File: src/rtl/signed_int_divider_defines.svh
// Assertion macros shared by the signed integer divider RTL.
`ifndef SIGNED_INT_DIVIDER_DEFINES_SVH
`define SIGNED_INT_DIVIDER_DEFINES_SVH

// Same-cycle implication, checked on every rising clock edge outside reset.
`define SID_ASSERT_NOW(lbl, ante, cons, msg) \
   lbl: assert property (@(posedge clock) disable iff (reset) (ante) |-> (cons)) \
      else $error(msg);

// Next-cycle implication, checked on every rising clock edge outside reset.
`define SID_ASSERT_NEXT(lbl, ante, cons, msg) \
   lbl: assert property (@(posedge clock) disable iff (reset) (ante) |=> (cons)) \
      else $error(msg);

`endif

File: src/rtl/sid_pkg.sv
// Types and constants for the signed integer divider.
`timescale 1ns / 1ps
package sid_pkg;

   localparam int unsigned DataWidth = 32;
   localparam int unsigned CountWidth = 5;

   localparam logic [DataWidth-1:0] MinValue = {1'b1, {(DataWidth-1){1'b0}}};
   localparam logic [DataWidth-1:0] MaxValue = {1'b0, {(DataWidth-1){1'b1}}};
   localparam logic [DataWidth-1:0] MinusOne = {DataWidth{1'b1}};

   typedef logic [DataWidth-1:0] word_type;

   // control from the top level into the divide unit
   typedef struct packed {
      logic start;
      logic take;
   } sid_ctl_type;

   // status from the divide unit back to the top level
   typedef struct packed {
      logic ready;
      logic done;
   } sid_sts_type;

endpackage

File: src/rtl/sid_div_unit.sv
// Radix-2 restoring divide unit on unsigned magnitudes, one quotient bit per cycle.
`timescale 1ns / 1ps
module sid_div_unit (
   input  logic               clock,
   input  logic               reset,
   input  sid_pkg::sid_ctl_type ctl,
   input  sid_pkg::word_type  dividend_mag,
   input  sid_pkg::word_type  divisor_mag,
   output sid_pkg::sid_sts_type sts,
   output sid_pkg::word_type  quotient_mag
);
   import sid_pkg::*;

   localparam logic [1:0] ST_IDLE = 2'd0;
   localparam logic [1:0] ST_RUN  = 2'd1;
   localparam logic [1:0] ST_DONE = 2'd2;

   logic [1:0]            state_ff, state_in;
   logic [CountWidth-1:0] count_ff, count_in;
   word_type              rem_ff, rem_in;
   word_type              quo_ff, quo_in;
   word_type              div_ff, div_in;
   logic [DataWidth:0]    shifted;
   logic [DataWidth:0]    trial;

   // shift in the next dividend bit and try subtracting the divisor
   assign shifted = {rem_ff, quo_ff[DataWidth-1]};
   assign trial   = shifted - {1'b0, div_ff};

   always_comb begin
      state_in = state_ff;
      count_in = count_ff;
      rem_in   = rem_ff;
      quo_in   = quo_ff;
      div_in   = div_ff;
      case (state_ff)
         ST_IDLE: begin
            if (ctl.start) begin
               state_in = ST_RUN;
               count_in = '0;
               rem_in   = '0;
               quo_in   = dividend_mag;
               div_in   = divisor_mag;
            end
         end
         ST_RUN: begin
            if (trial[DataWidth]) begin
               rem_in = shifted[DataWidth-1:0];
               quo_in = {quo_ff[DataWidth-2:0], 1'b0};
            end else begin
               rem_in = trial[DataWidth-1:0];
               quo_in = {quo_ff[DataWidth-2:0], 1'b1};
            end
            count_in = count_ff + 1'b1;
            if (count_ff == {CountWidth{1'b1}}) begin
               state_in = ST_DONE;
            end
         end
         ST_DONE: begin
            if (ctl.take) begin
               state_in = ST_IDLE;
            end
         end
         default: begin
            state_in = ST_IDLE;
         end
      endcase
   end

   always_ff @(posedge clock) begin
      if (reset) begin
         state_ff <= ST_IDLE;
         count_ff <= '0;
      end else begin
         state_ff <= state_in;
         count_ff <= count_in;
      end
      rem_ff <= rem_in;
      quo_ff <= quo_in;
      div_ff <= div_in;
   end

   assign sts.ready    = (state_ff == ST_IDLE);
   assign sts.done     = (state_ff == ST_DONE);
   assign quotient_mag = quo_ff;

endmodule

File: src/rtl/signed_int_divider.sv
// Top level of the signed 32-bit truncating integer divider.
`timescale 1ns / 1ps
`include "signed_int_divider_defines.svh"
// Signed 32-bit division, quotient truncated toward zero. The magnitudes are
// loaded at the accepting edge. The shared restoring subtractor then produces
// one quotient bit per cycle until all 32 quotient bits are done. The sign is
// applied as the result is registered. req_tready is low from acceptance until
// the divide unit hands its quotient to the output register, so a new request is
// not accepted before the previous quotient has moved there. The output register
// lets the next transaction start while a result still waits on rsp_tready. If a
// second quotient finishes before that result is taken, the divide unit holds it
// and req_tready stays low until the output register frees up. Divide by zero
// gives quotient 0 with div_by_zero set; the minimum value divided by -1 gives
// the maximum value with overflow set.
module signed_int_divider (
   input  logic        clock,
   input  logic        reset,
   input  logic        req_tvalid,
   output logic        req_tready,
   input  logic [63:0] req_tdata,   // [31:0] dividend, [63:32] divisor
   output logic        rsp_tvalid,
   input  logic        rsp_tready,
   output logic [39:0] rsp_tdata    // [31:0] quotient, [32] overflow, [33] div_by_zero
);
   import sid_pkg::*;

   word_type     dividend;
   word_type     divisor;
   word_type     dividend_mag;
   word_type     divisor_mag;
   word_type     quotient_mag;
   sid_ctl_type  ctl;
   sid_sts_type  sts;
   logic         req_fire;
   logic         out_free;

   logic         neg_ff, neg_in;
   logic         ovf_ff, ovf_in;
   logic         dbz_ff, dbz_in;
   logic         rsp_valid_ff, rsp_valid_in;
   word_type     rsp_quo_ff, rsp_quo_in;
   logic         rsp_ovf_ff, rsp_ovf_in;
   logic         rsp_dbz_ff, rsp_dbz_in;

   assign dividend = req_tdata[DataWidth-1:0];
   assign divisor  = req_tdata[2*DataWidth-1:DataWidth];

   // two's complement of the minimum value is itself, which reads as 2^31 unsigned
   assign dividend_mag = dividend[DataWidth-1] ? (~dividend + 1'b1) : dividend;
   assign divisor_mag  = divisor[DataWidth-1]  ? (~divisor + 1'b1)  : divisor;

   assign req_tready = sts.ready;
   assign req_fire   = req_tvalid && sts.ready;
   assign out_free   = !rsp_valid_ff || rsp_tready;

   assign ctl.start = req_fire;
   assign ctl.take  = sts.done && out_free;

   sid_div_unit u_div (
      .clock        (clock),
      .reset        (reset),
      .ctl          (ctl),
      .dividend_mag (dividend_mag),
      .divisor_mag  (divisor_mag),
      .sts          (sts),
      .quotient_mag (quotient_mag)
   );

   always_comb begin
      neg_in = neg_ff;
      ovf_in = ovf_ff;
      dbz_in = dbz_ff;
      if (req_fire) begin
         neg_in = dividend[DataWidth-1] ^ divisor[DataWidth-1];
         ovf_in = (dividend == MinValue) && (divisor == MinusOne);
         dbz_in = (divisor == '0);
      end
   end

   always_comb begin
      rsp_valid_in = rsp_valid_ff;
      rsp_quo_in   = rsp_quo_ff;
      rsp_ovf_in   = rsp_ovf_ff;
      rsp_dbz_in   = rsp_dbz_ff;
      if (rsp_valid_ff && rsp_tready) begin
         rsp_valid_in = 1'b0;
      end
      if (ctl.take) begin
         rsp_valid_in = 1'b1;
         rsp_ovf_in   = ovf_ff;
         rsp_dbz_in   = dbz_ff;
         if (dbz_ff) begin
            rsp_quo_in = '0;
         end else if (ovf_ff) begin
            rsp_quo_in = MaxValue;
         end else if (neg_ff) begin
            rsp_quo_in = ~quotient_mag + 1'b1;
         end else begin
            rsp_quo_in = quotient_mag;
         end
      end
   end

   always_ff @(posedge clock) begin
      if (reset) begin
         rsp_valid_ff <= 1'b0;
      end else begin
         rsp_valid_ff <= rsp_valid_in;
      end
      neg_ff     <= neg_in;
      ovf_ff     <= ovf_in;
      dbz_ff     <= dbz_in;
      rsp_quo_ff <= rsp_quo_in;
      rsp_ovf_ff <= rsp_ovf_in;
      rsp_dbz_ff <= rsp_dbz_in;
   end

   assign rsp_tvalid = rsp_valid_ff;
   assign rsp_tdata  = {6'b0, rsp_dbz_ff, rsp_ovf_ff, rsp_quo_ff};

   `SID_ASSERT_NOW(a_dbz_zero_quo, rsp_valid_ff && rsp_dbz_ff,
      (rsp_quo_ff == '0) && !rsp_ovf_ff, "divide by zero result not clean")
   `SID_ASSERT_NOW(a_ovf_saturated, rsp_valid_ff && rsp_ovf_ff,
      (rsp_quo_ff == MaxValue) && !rsp_dbz_ff, "overflow result not saturated")
   `SID_ASSERT_NEXT(a_busy_after_accept, req_fire, !req_tready,
      "divider accepted a transaction while busy")
   `SID_ASSERT_NEXT(a_done_loads_output, sts.done && !rsp_valid_ff, rsp_valid_ff,
      "finished quotient not moved to output register")

endmodule
File: config.mk
export PLATFORM = sky130hd
export DESIGN_NAME = signed_int_divider
export DESIGN_NICKNAME = d
export VERILOG_FILES = /design/src/rtl/sid_pkg.sv /design/src/rtl/sid_div_unit.sv /design/src/rtl/signed_int_divider.sv
export VERILOG_INCLUDE_DIRS = /design/src /design/src/rtl
export SDC_FILE = /design/constraint.sdc
export NUM_CORES = 1
export LEC_CHECK = 0
export BUFFER_PORTS_ARGS = -buffer_cell sky130_fd_sc_hd__buf_2
export CAP_MARGIN = 25
export CELL_PAD_IN_SITES_DETAIL_PLACEMENT = 0
export CELL_PAD_IN_SITES_GLOBAL_PLACEMENT = 1
export CORE_AREA = 4 4 157 159
export CTS_CLUSTER_SIZE = 8
export DETAILED_ROUTE_END_ITERATION = 8
export DIE_AREA = 0 0 161 163
export PLACE_DENSITY = 0.76
export SYNTH_ARGS = -nofsm -noshare
export SYNTH_HDL_FRONTEND = slang
export SYNTH_HIERARCHICAL = 1
export SYNTH_SLANG_ARGS = --single-unit
export TNS_END_PERCENT = 5
File: constraint.sdc
create_clock -name clock -period 7.3 [get_ports clock]
set_clock_uncertainty 0.05 [all_clocks]
set_input_delay 0.365 -clock clock [delete_from_list [all_inputs] [get_ports clock]]
set_output_delay 0.365 -clock clock [all_outputs]
set_load 0.005 [all_outputs]
* Word-level counts from Yosys, hierarchy flattened
Cells that the tools add are included.
** Word-level totals
- Register bits after elaboration :: 141
** Operators by class
- Equality and inequality tests :: 8
- Reductions and logical operators :: 14
- Add/sub/neg operators :: 5
- Muxes and demuxes :: 18
- Bitwise logic cells :: 4
** Operators by type and width (count)
- $mux W32 :: 5
- $pmux W32 S2 :: 2
- $add A32 B1 Y32 const B :: 3
- $not A32 Y32 :: 3
- $eq A32 B32 Y1 const B :: 2
- $mux W31 :: 2
- $sub A33 B32 Y33 :: 1
- $logic_not A32 Y1 :: 1
- $pmux W5 S2 :: 1
- $mux W2 :: 3
- $pmux W2 S3 :: 1
- $add A5 B1 Y5 const B :: 1
- $eq A5 B5 Y1 const B :: 1
- $mux W5 :: 1
- $logic_and A1 B1 Y1 :: 4
- $ne A2 B1 Y1 const B :: 2
- $reduce_and A2 Y1 :: 2
- $reduce_bool A2 Y1 :: 2
- $mux W1 :: 3
- $reduce_and A3 Y1 :: 1
- $eq A2 B1 Y1 const B :: 1
- $eq A2 B2 Y1 const B :: 1
- $logic_not A2 Y1 :: 1
- $ne A2 B2 Y1 const B :: 1
- other kinds (4) :: 4

* Logic depth before layout (Yosys ltp)
Gate-level depths: netlist of the first run.
- Depth in word-level cells :: 5
- Mapped depth :: 12

* By module
The synthesis of the first run kept the hierarchy.
** By module, submodules not included
- sid_div_unit :: times used 1, cells an instance 649, area an instance 6226.0 um2, sequential area each 3022.9 um2
- signed_int_divider :: times used 1, cells an instance 481, area an instance 4068.9 um2, sequential area each 1131.1 um2

* Worst setup path before layout of the first run
OpenSTA, ideal clock, no wires.
- Path type :: flip-flop to flip-flop
- From :: reg u_div.state_ff[1]
- To :: reg u_div.state_ff[1]
- Path buffers :: 0
- Slack :: 3.602 ns
- Cell stages (with the launch flop) :: 6
- Data required time :: 7.132 ns
- Arrival :: 3.529 ns
- Period minus slack after synthesis :: 3.698 ns
- Setup time :: 0.118 ns
- Cells stage by stage :: dfxtp_1 -> nor2b_1 -> a21boi_0 -> inv_1 -> a22oi_1 -> nor2_1
** RTL lines
- from (decl) :: RTL line sid_div_unit.sv:18 : logic [1:0] state_ff, state_in;
- from (signal assigned) :: RTL line sid_div_unit.sv:75 : state_ff <= state_in;

* Final worst setup path of the first run
- From :: reg u_div.quo_ff[31], in the netlist u_div/quotient_mag[31]
- To :: reg u_div.rem_ff[1] (data pin)
** On the way
- Cells in the longest elaborated chain, start to end :: 3
** Ends and longest elaborated chain
- from (decl) :: RTL line sid_div_unit.sv:21 : word_type quo_ff, quo_in;
- from (signal assigned) :: RTL line sid_div_unit.sv:79 : quo_ff <= quo_in;
- $sub A33 B32 Y33 :: RTL line sid_div_unit.sv:28 : assign trial = shifted - {1'b0, div_ff};
- $mux W32 :: RTL line sid_div_unit.sv:47 : if (trial[DataWidth]) begin
- $pmux W32 S2 :: RTL line sid_div_unit.sv:36 : case (state_ff)
- to (signal assigned) :: RTL line sid_div_unit.sv:78 : rem_ff <= rem_in;
- to (decl) :: RTL line sid_div_unit.sv:20 : word_type rem_ff, rem_in;
Every way passes these cells.
A chain may end at the register's enable or synchronous reset.

==> results.md, run 1 <==
- Diodes inserted: 0
- Register clock-pin slew on the reported worst setup and hold paths: 0.06 ns
- Setup Buffers After CTS: 0
- Critical Path Fanout Max: 29
- Clk root buf: clkbuf_16
- Status: finished, final reports clean
- Nets: between 1,000 and 1,500
- Fill count: 2,276
- Vias: 8,748
- Cell area power density: 235 mW/mm²
- Slew @ Worst Pin: 0.879 ns
- Crit path launch type: flip-flop
- Die Y: 163 µm
- Die ar.: around 0.026 mm²
- Critical Path RT: about 7.5 ns
- Post-synth EDFFs: 133
- Critical Path Max Stage Delay: 0.54 ns
- Post-CTS Hold Buffers: 0
- DRC Markers: 0
- 1st-iter DRT viols: 663
- Final wirelength: 26.7 mm
- CP Capture Type: flip-flop
- Share of layout cells above drive strength 1: 0.149
- Final setup fails: 0
- Cell row count: 56
- First-pass GRT wire length: around 43 mm
- Final setup TNS: 0 ns
- CP top delay family: compound AO/OA/AOI/OAI gates
- Max VDD drop: 149 µV
- Highest-delay cell along the critical path: a311oi_4
- Maxcap violations: 0
- Synth warn: 6
- CTS Buf Count: 17
- Clk buf depth: 2
- Gr ovfl total: 0
- WS Path Type: flip-flop to flip-flop
- Core ar.: 0.0233 mm²
- Area of the mapped netlist: 0.0103 mm²
- DR WL/cell: 17.4 µm
- IO Port Bufs: 103
- Post-synthesis sequential area ratio: 0.404
- Vias/cell: 5.70
- Resized cells post-CTS: 0
- Sink Count: 141
- Slew margin rel.: 0.413
- Synth Instances: 1,130
- Hold Vio Cnt, Final: 0
- Initial antenna violation count: 0
- H-tree levels: 4
- Horiz. Die Dim: 161 µm
- Fmax: 250 MHz
- Routability cong.: 0.873
- Initial Utilization: 0.443
- Largest net degree at the start of global routing: 65
- Syn avg cell area: 9.11 µm²
- Unrepaired setup endpoints after global routing: no
- Minimum clock period: ~4 ns
- Register bit count reported by yosys: approximately 140
- Area growth syn-to-layout: 12.9%
- DR pass1 iterations: 5
- Post-synth top flop: edfxtp_1
- Pwr Total: 2.73 mW
- DRT antenna net count: 0
- Clk Latency, worst-skew pair: 0.42 ns
- Synth unique cells: 79
- Number of global-route vias before repair: 8,003
- Ys async rst share: 0
- WP buf/inv: 2
- CTS tree: built
- Worst EP arrival: 4.23 ns
- Period utilization: 0.548
- Max Slew Vio Count: 0
- Leak Pwr: ~4.4 nW
- GRT Total Usage: 0.201
- DP Wirelength: 19.6 mm
- Hold Path Class: input port to flip-flop
- Worst-path cell chain: inv_1 > ha_1 > fa_1 > nand2b_1 > a21oi_2 > o211ai_1 > a21oi_1 > a31oi_1 > a311oi_4 > buf_4 > mux2_2 > nor2_1
- Number of I/O pins: 110
## cells in the final DEF (no fill, tap or decap), types with 14 or more instances in the layout
master	n
nand2_1	157
edfxtp_1	133
buf_2	103
nor2_1	84
xnor2_1	76
inv_1	64
a21oi_1	55
o21ai_0	48
nor3_1	41
ha_1	39
nor4_1	35
nand4_1	22
nand3_1	22
mux2i_1	22
or3_1	21
o31ai_1	19
clkbuf_16	17
o41ai_1	15
a21o_1	15
or2_2	14
## worst paths after layout
path                                          to  slack, ns  cells after the start                             start
setup / recovery   u_div/rem_ff[1]$_SDFFCE_PN0P_       3.30                     12  u_div/quotient_mag[31]$_DFFE_PP_
hold / removal    u_div/count_ff[2]$_SDFFE_PP0P_       0.17                      2                             reset
setup reg to reg   u_div/rem_ff[1]$_SDFFCE_PN0P_       3.30                     12  u_div/quotient_mag[31]$_DFFE_PP_
hold reg to reg   u_div/count_ff[4]$_SDFFE_PP0P_       0.43                      2    u_div/count_ff[4]$_SDFFE_PP0P_
## per-layer routing
metal  track usage  routed length [µm]  vias to the layer above
li1              -                   -                     4350
met1         0.301               13300                     4135
met2         0.303               11600                      243
met3        0.0352                1580                       20
met4        0.0477                 286                        0
met5             0                   0                        -
## cell usage after synthesis (19+ instances only)
cell type,number,area share
nand2_1,157,0.057
edfxtp_1,133,0.39
mux2i_1,22,0.021
a21oi_1,55,0.027
nand3_1,22,0.011
xnor2_1,76,0.065
inv_1,65,0.024
o21ai_0,48,0.023
nor2_1,84,0.031
or3_1,21,0.013
nand4_1,22,0.013
clkbuf_1,40,0.015
o31ai_1,19,0.014
ha_1,39,0.047
nor3_1,41,0.020
nor4_1,35,0.021
## stage by stage
stage	utilization	cell area (µm²)	cells	worst slack, ns	hold WS [ns]
6_report	0.499	11600	1535	3.30	0.171
4_1_cts	0.498	11600	1534	3.34	0.156
3_3_place_gp	0.472	11000	1501	3.50	0.408
3_5_place_dp	0.473	11000	1502	3.37	0.419
5_1_grt	0.499	11600	1535	3.06	0.165
2_1_floorplan	-	10300	1135	3.60	0.384
## cell families (layout without fill, tap and decap cells)
family,after synthesis,in the layout,synth area share
AOI/OAI and AO/OA,248,248,0.171
xor gates and xnor gates,87,87,0.0740
adders and majority gates,40,40,0.0493
buffers and inverters,129,210,0.0554
DFF,141,141,0.403
muxes,25,25,0.0247
other,1,6,0.000364
and+or+nand+nor,459,459,0.221
## cell type report
class                           count  area, µm²  area share
Clock buffer                       18        429      0.0369
Tap cell                          319        399      0.0344
Multi-Input combinational cell    865       5610       0.482
Clock inverter                     14        166      0.0143
Inverter                           66        249      0.0214
Timing Repair Buffer              112        616      0.0530
Sequential cell                   141       4150       0.358
## flip-flops by register name (all words and copies together) (netlist names), 2 cells and up
name,cells
u_div/div_ff,32
rsp_quo_ff,32
u_div/rem_ff,32
u_div/count_ff,5
u_div/quotient_mag,32
u_div/state_ff,2
## where the power goes
group | leakage, nW | internal, mW | switching [mW]
Clock | 0.281 | 0.538 | 0.355
Combinational | 2.78 | 0.309 | 0.460
Sequential | 1.34 | 0.988 | 0.0765
Power figures use the tool's default switching activity.
==> inputs of run 2 (changes only) <==
Settings changed: CORE_AREA 4 4 157 159 to 4 4 162 164, DIE_AREA 0 0 161 163 to 0 0 166 168, PLACE_DENSITY 0.76 to 0.75.
Clock period 7.3 ns to 3.55 ns, I/O delays scaled along.
==> run 2 against run 1 <==
Count of clock-buffer cells in the layout shrank 1. Fmax grew 25%. Register-to-register slack lost 3.0 ns. Hold slack lost 0.14 ns. Sequential share of layout area shrank 0.33 points. Flip-flop and latch count is the same. Die area grew 6.3%. Utilization shrank 2.8 points. Total power grew 100%. Critical path type unchanged. Highest routed layer unchanged.
==> results.md, run 2 (synthesized netlist as in run 1, its figures left out) <==
- Share of layout cells above drive strength 1: 0.162 (was 0.149)
- Area of the multi-input gates: 0.00561 mm² (about the same)
- DR pass1 iterations: 6 (was 5)
- Max Slew Vio Count: 0 (unchanged)
- Number of I/O pins: 110 (unchanged)
- DRC Markers: 0 (unchanged)
- 1st-iter DRT viols: 699 (was 663)
- First-pass GRT wire length: 43.6 mm (was 42.6 mm)
- CP Capture Type: flip-flop (unchanged)
- Horiz. Die Dim: 166 µm (was 161 µm)
- Core ar.: 0.0249 mm² (was 0.0233 mm²)
- Crit path launch type: flip-flop (unchanged)
- Largest net degree at the start of global routing: 66 (was 65)
- Area growth syn-to-layout: 13.9% (was 12.9%)
- Initial antenna violation count: 0 (unchanged)
- Final wirelength: 27.3 mm (was 26.7 mm)
- Worst r2r path cells: 12 (unchanged)
- Leak Pwr: 4.48 nW (was 4.41 nW)
- Diodes inserted: 0 (unchanged)
- Minimum clock period: 3.21 ns (was 4.00 ns)
- Final setup TNS: 0 ns (unchanged)
- CTS Buf Count: 17 (unchanged)
- H-tree levels: 4 (unchanged)
- Critical Path RT: 3.78 ns (was 7.52 ns)
- Hold Vio Cnt, Final: 0 (unchanged)
- Die ar.: 0.0279 mm² (was 0.0262 mm²)
- Clk root buf: clkbuf_16 (unchanged)
- Cell row count: 58 (was 56)
- WS Path Type: flip-flop to flip-flop (unchanged)
- R2r endpoint: u_div/rem_ff[1]$_SDFFCE_PN0P_ (unchanged)
- DRT antenna net count: 0 (unchanged)
- Worst EP arrival: 3.44 ns (was 4.23 ns)
- DP Wirelength: 20.4 mm (was 19.6 mm)
- Status: finished, final reports clean (unchanged)
- Vias/cell: 5.67 (was 5.70)
- Hold Path Class: input port to flip-flop (unchanged)
- GRT Total Usage: 0.191 (was 0.201)
- Worst R2R Setup Slack: 0.34 ns (was 3.30 ns)
- Register clock-pin slew on the reported worst setup and hold paths: 0.06 ns (about the same)
- Fmax: 311 MHz (was 250 MHz)
- Maxcap violations: 0 (unchanged)
- Hold path start: req_tdata[59] (was reset)
- Sink Count: 141 (unchanged)
- Nets: 1,326 (was 1,311)
- IO Port Bufs: 103 (unchanged)
- Period utilization: 0.905 (was 0.548)
- Fill count: 2,402 (was 2,276)
- Hold depth: 2 (unchanged)
- WHS Endpoint: u_div/div_ff[27]$_DFFE_PP_ (was u_div/count_ff[2]$_SDFFE_PP0P_)
- Most frequent cells in the layout: nand2_1 (157), edfxtp_1 (133), buf_2 (103) (unchanged)
- Unrepaired setup endpoints after global routing: no (unchanged)
- Critical Path Fanout Max: 19 (was 29)
- DR WL/cell: 17.5 µm (was 17.4 µm)
- Slew @ Worst Pin: 0.868 ns (was 0.879 ns)
- Slew margin rel.: 0.420 (was 0.413)
- Routability cong.: 0.888 (was 0.873)
- Setup Buffers After CTS: 0 (unchanged)
- Clk Latency, worst-skew pair: 0.42 ns (about the same)
- Pwr Total: 5.53 mW (was 2.73 mW)
- Cell area power density: 471 mW/mm² (was 235 mW/mm²)
- FF+latch area: 0.00415 mm² (unchanged)
- Initial Utilization: 0.414 (was 0.443)
- Number of global-route vias before repair: 8,140 (was 8,003)
- Die Y: 168 µm (was 163 µm)
- Commonest non-fill, non-tap cell in the layout: nand2_1 (unchanged)
- Vias: 8,855 (was 8,748)
- Max VDD drop: 299 µV (was 149 µV)
- Final setup fails: 0 (unchanged)
- R2r startpoint: u_div/quotient_mag[31]$_DFFE_PP_ (unchanged)
- CTS tree: built (unchanged)
- Clk buf depth: 2 (unchanged)
- Gr ovfl total: 0 (unchanged)
## run 2: how the worst max path moves through the flow
stage / startpoint / end / slack (ns) / cells after the start
floorplan: u_div/state_ff[0]$_SDFFE_PP0P_ / u_div/quotient_mag[0]$_DFFE_PP_ / 0.11 / 7
global placement: u_div/quotient_mag[31]$_DFFE_PP_ / u_div/rem_ff[14]$_SDFFCE_PN0P_ / 0.31 / 12
detailed placement: u_div/quotient_mag[31]$_DFFE_PP_ / u_div/rem_ff[30]$_SDFFCE_PN0P_ / 0.20 / 12
CTS: u_div/quotient_mag[31]$_DFFE_PP_ / u_div/rem_ff[19]$_SDFFCE_PN0P_ / 0.18 / 12
global route: u_div/quotient_mag[31]$_DFFE_PP_ / u_div/rem_ff[24]$_SDFFCE_PN0P_ / 0.09 / 12
finish: u_div/quotient_mag[31]$_DFFE_PP_ / u_div/rem_ff[1]$_SDFFCE_PN0P_ / 0.34 / 12
## run 2: cell type report
cell class,count,area share
clock buffer,17,0.0363
clock inverter,15,0.0112
inverter,66,0.0211
multi-input combinational,865,0.479
sequential,141,0.354
tap,330,0.0352
timing repair buffer,127,0.0633
## run 2: critical path, cell delays in order (launching register included)
cell      delay [ns]
edfxtp_1        0.40
inv_1           0.09
ha_1            0.23
fa_1            0.40
nand2b_1        0.19
a21oi_2         0.16
o211ai_1        0.15
a21oi_2         0.22
a31oi_1         0.16
a311oi_4        0.37
buf_12          0.22
mux2_2          0.34
nor2_1          0.09
## run 2: metrics by stage
step	hold WS, ns	instance area [µm²]	utilization	std cells	worst slack [ns]
2_1_floorplan	0.197	10300	-	1135	0.106
6_report	0.0292	11700	0.471	1561	0.337
5_1_grt	0.0394	11700	0.471	1561	0.0851
3_5_place_dp	0.415	11100	0.447	1527	0.202
3_3_place_gp	0.403	11100	0.447	1526	0.311
4_1_cts	0.0133	11700	0.471	1561	0.183
## run 2: power by group
| group | internal, mW | switching (mW) | total (mW) |
|---|---|---|---|
| Clock | 0.920 | 0.789 | 1.71 |
| Sequential | 2.03 | 0.165 | 2.20 |
| Combinational | 0.669 | 0.954 | 1.62 |
| Total | 3.62 | 1.91 | 5.53 |
## run 2: what timing repair did
action                     4_1_cts  5_1_grt
hold buffers                     2        0
hold endpoints to repair         9        0
resized for setup                0        3
setup endpoints to repair        0       13
## run 2: per-layer routing
metal | share of wire | routed length, µm | vias up | GRT usage
li1 | - | - | 4379 | -
met1 | 0.50 | 13600 | 4173 | 0.294
met2 | 0.43 | 11800 | 283 | 0.284
met3 | 0.055 | 1510 | 20 | 0.0263
met4 | 0.012 | 340 | 0 | 0.0481
met5 | 0 | 0 | - | 0
==> inputs of run 3 (changes only) <==
Settings changed: ABC_AREA set to 1, CORE_AREA 4 4 162 164 to 4 4 174 176, DIE_AREA 0 0 166 168 to 0 0 178 180, PLACE_DENSITY 0.75 to 0.76.
==> run 3 against run 2 <==
Flip-flop and latch count unchanged. Wire length rose by 24%. Count of clock-buffer cells in the layout rose by 1.
==> results.md, run 3 <==
- Most frequent cells in the layout: nand2_1 (595), inv_1 (242), nor2_1 (219) (was nand2_1 (157), edfxtp_1 (133), buf_2 (103))
- Sink Count: 141 (unchanged)
- R2r endpoint: u_div/rem_ff[24]$_SDFFCE_PN0P_ (was u_div/rem_ff[1]$_SDFFCE_PN0P_)
- Register clock-pin slew on the reported worst setup and hold paths: 0.07 ns (was 0.06 ns)
- Area growth syn-to-layout: 13.3% (was 13.9%)
- Synth top cells by count: nand2_1 (595), inv_1 (243), nor2_1 (220), edfxtp_1 (133), nand3_1 (87) (was nand2_1 (157), edfxtp_1 (133), nor2_1 (84), xnor2_1 (76), inv_1 (65))
- GRT Total Usage: 0.212 (was 0.191)
- Syn avg cell area: 6.82 µm² (was 9.11 µm²)
- Most used routing layer: met1 (unchanged)
- Worst R2R Setup Slack: 0.84 ns (was 0.34 ns)
- Post-synthesis sequential area ratio: 0.367 (was 0.404)
- Area of the mapped netlist: 0.0113 mm² (was 0.0103 mm²)
- Minimum clock period: 2.71 ns (was 3.21 ns)
- CP Capture Type: flip-flop (unchanged)
- Die Y: 180 µm (was 168 µm)
- DR pass1 iterations: 5 (was 6)
- Routability cong.: 0.917 (was 0.888)
- Most frequent cell after synthesis: nand2_1 (unchanged)
- Initial antenna violation count: 3 (was 0)
- Die ar.: 0.0320 mm² (was 0.0279 mm²)
- IO Port Bufs: 103 (unchanged)
- Commonest non-fill, non-tap cell in the layout: nand2_1 (unchanged)
- Hold Vio Cnt, Final: 0 (unchanged)
- Top cell type's share of synthesized area: 0.353 (was 0.388)
- Crit path launch: u_div/quotient_mag[31]$_DFFE_PP_ (unchanged)
- Vias: 10,400 (was 8,855)
- Pwr Total: 6.10 mW (was 5.53 mW)
- Clk root buf: clkbuf_16 (unchanged)
- Clk Latency, worst-skew pair: 0.43 ns (was 0.42 ns)
- Crit path capture: u_div/rem_ff[24]$_SDFFCE_PN0P_ (was u_div/rem_ff[1]$_SDFFCE_PN0P_)
- Final setup fails: 0 (unchanged)
- Worst EP arrival: 2.85 ns (was 3.44 ns)
- CTS tree: built (unchanged)
- Post-synth top flop: edfxtp_1 (unchanged)
- Number of global-route vias before repair: 9,609 (was 8,140)
- Worst r2r path cells: 17 (was 12)
- Gr ovfl total: 0 (unchanged)
- Final wirelength: 33.7 mm (was 27.3 mm)
- R2r startpoint: u_div/quotient_mag[31]$_DFFE_PP_ (unchanged)
- Crit path launch type: flip-flop (unchanged)
- First-pass GRT wire length: 53.3 mm (was 43.6 mm)
- DP Wirelength: 26.9 mm (was 20.4 mm)
- Initial Utilization: 0.396 (was 0.414)
- Setup Buffers After CTS: 0 (unchanged)
- DRT antenna net count: 0 (unchanged)
- Clk buf depth: 2 (unchanged)
- Fmax: 368 MHz (was 311 MHz)
- Fill count: 3,081 (was 2,402)
- Maxcap violations: 0 (unchanged)
- Max VDD drop: 324 µV (was 299 µV)
- Horiz. Die Dim: 178 µm (was 166 µm)
- Synth Instances: 1,660 (was 1,130)
- Final setup TNS: 0 ns (unchanged)
- Slew @ Worst Pin: 0.776 ns (was 0.868 ns)
- Post-synth EDFFs: 133 (unchanged)
- Slew margin rel.: 0.479 (was 0.420)
- DRC Markers: 0 (unchanged)
- Met3 Use GR: 0.0298 (was 0.0263)
- Met2 Usage GRT: 0.296 (was 0.284)
- Yosys top cell by area: edfxtp_1 (unchanged)
- Critical Path Fanout Max: 33 (was 19)
- Unrepaired setup endpoints after global routing: no (unchanged)
- Largest net degree at the start of global routing: 38 (was 66)
- CTS Buf Count: 17 (unchanged)
- Status: finished, final reports clean (unchanged)
- Vias/cell: 4.80 (was 5.67)
- Diodes inserted: 0 (unchanged)
- Ys async rst share: 0 (unchanged)
- WS Path Type: flip-flop to flip-flop (unchanged)
- Critical Path RT: 3.69 ns (was 3.78 ns)
- Share of layout cells above drive strength 1: 0.116 (was 0.162)
- Cell area power density: 475 mW/mm² (was 471 mW/mm²)
- Number of I/O pins: 110 (unchanged)
- Synth warn: 6 (unchanged)
- Nets: 1,869 (was 1,326)
- Register bit count reported by yosys: 141 (unchanged)
- GR Util met1: 0.340 (was 0.294)
- 1st-iter DRT viols: 859 (was 699)
- Synth unique cells: 51 (was 79)
- Area contributors post-synth: edfxtp_1 (35%), nand2_1 (20%), inv_1 (8.1%) (was edfxtp_1 (39%), xnor2_1 (6.5%), nand2_1 (5.7%))
- Core ar.: 0.0286 mm² (was 0.0249 mm²)
- Cell row count: 62 (was 58)
- Period utilization: 0.764 (was 0.905)
- Max Slew Vio Count: 0 (unchanged)
- Hold Path Class: input port to flip-flop (unchanged)
- H-tree levels: 4 (unchanged)
- Final Util: 0.448 (was 0.471)
- DR WL/cell: 15.6 µm (was 17.5 µm)
- Leak Pwr: 6.34 nW (was 4.48 nW)
[run 3: cell types whose count changed in the layout (fill, tap and decap cells not counted), sizes merged, moves of 23 or more]
cell / change
xnor2: -71
nor4: -34
nor3: -23
nand3: +69
nand2: +455
xor2: +46
nor2: +158
inv: +184
[run 3: layout make-up]
cell class | instances | area (µm²) | area share
multi-input cells | 1235 | 6040 | 0.471
flip-flops and latches | 141 | 4150 | 0.324
inverters | 250 | 938 | 0.0731
repair buffers | 116 | 653 | 0.0509
well taps | 384 | 480 | 0.0374
clock buffers | 18 | 439 | 0.0342
clock inverters | 14 | 121 | 0.00946
[run 3: how the worst min path moves through the flow]
stage	start	endpoint	cells past startpoint
floorplan	reset	rsp_tvalid$_SDFFE_PP0P_	1
global placement	req_tdata[32]	u_div/div_ff[0]$_DFFE_PP_	1
detailed placement	req_tdata[32]	u_div/div_ff[0]$_DFFE_PP_	1
CTS	req_tdata[0]	u_div/quotient_mag[0]$_DFFE_PP_	3
global route	req_tdata[38]	u_div/div_ff[6]$_DFFE_PP_	2
finish	req_tdata[61]	u_div/div_ff[29]$_DFFE_PP_	3
[run 3: where the power goes]
part           switching (mW)  internal, mW  total, mW  leakage, nW
clock                   0.787         0.939       1.73        0.272
combinational            1.45         0.682       2.14         4.73
sequential              0.167          2.07       2.24         1.35
total                    2.41          3.69       6.10         6.34
[run 3: layer usage]
layer  share of wire  wire length, µm  vias to the layer above
li1                -                -                     5411
met1            0.53            18000                     4640
met2            0.40            13400                      270
met3           0.053             1780                       34
met4           0.014              488                        6
met5         0.00083               28                        -
[run 3: metrics by stage]
stage          cells  hold WS [ns]  cell area [µm²]  setup slack (ns)
3_3_place_gp    2121         0.383            12200             0.947
2_1_floorplan   1665         0.197            11300             0.131
3_5_place_dp    2121         0.382            12200             0.861
5_1_grt         2158        0.0621            12800             0.608
6_report        2158        0.0551            12800             0.836
4_1_cts         2156        0.0354            12800             0.843
[run 3: worst max-delay path, cell delays in order (launching register included)]
cell      delay (ns)
edfxtp_1        0.40
inv_1           0.06
ha_1            0.23
fa_1            0.40
inv_1           0.08
nand2_1         0.07
nand2_1         0.10
nand3_1         0.09
nand2_2         0.11
nand2_2         0.07
nand2_4         0.07
nand2_4         0.07
nand2_4         0.08
nand2_2         0.06
nand2_4         0.28
nand2_1         0.11
nand2_1         0.08
nor2_1          0.04
[run 3: cells by family (layout without fill, tap and decap cells)]
group | count (synthesis) | in the layout | synth area share
compound gates | 112 | 112 | 0.0572
xor+xnor | 62 | 62 | 0.0486
fa+ha+maj | 40 | 40 | 0.0449
buf+inv | 289 | 398 | 0.103
flops | 141 | 141 | 0.367
other cells | 1 | 6 | 0.000331
simple gates | 1015 | 1015 | 0.379
[run 3: what timing repair did]
| action | CTS | global route |
|---|---|---|
| gates resized for setup | 0 | 0 |
| hold buffers | 3 | 0 |
| endpoints found under the hold margin | 8 | 0 |
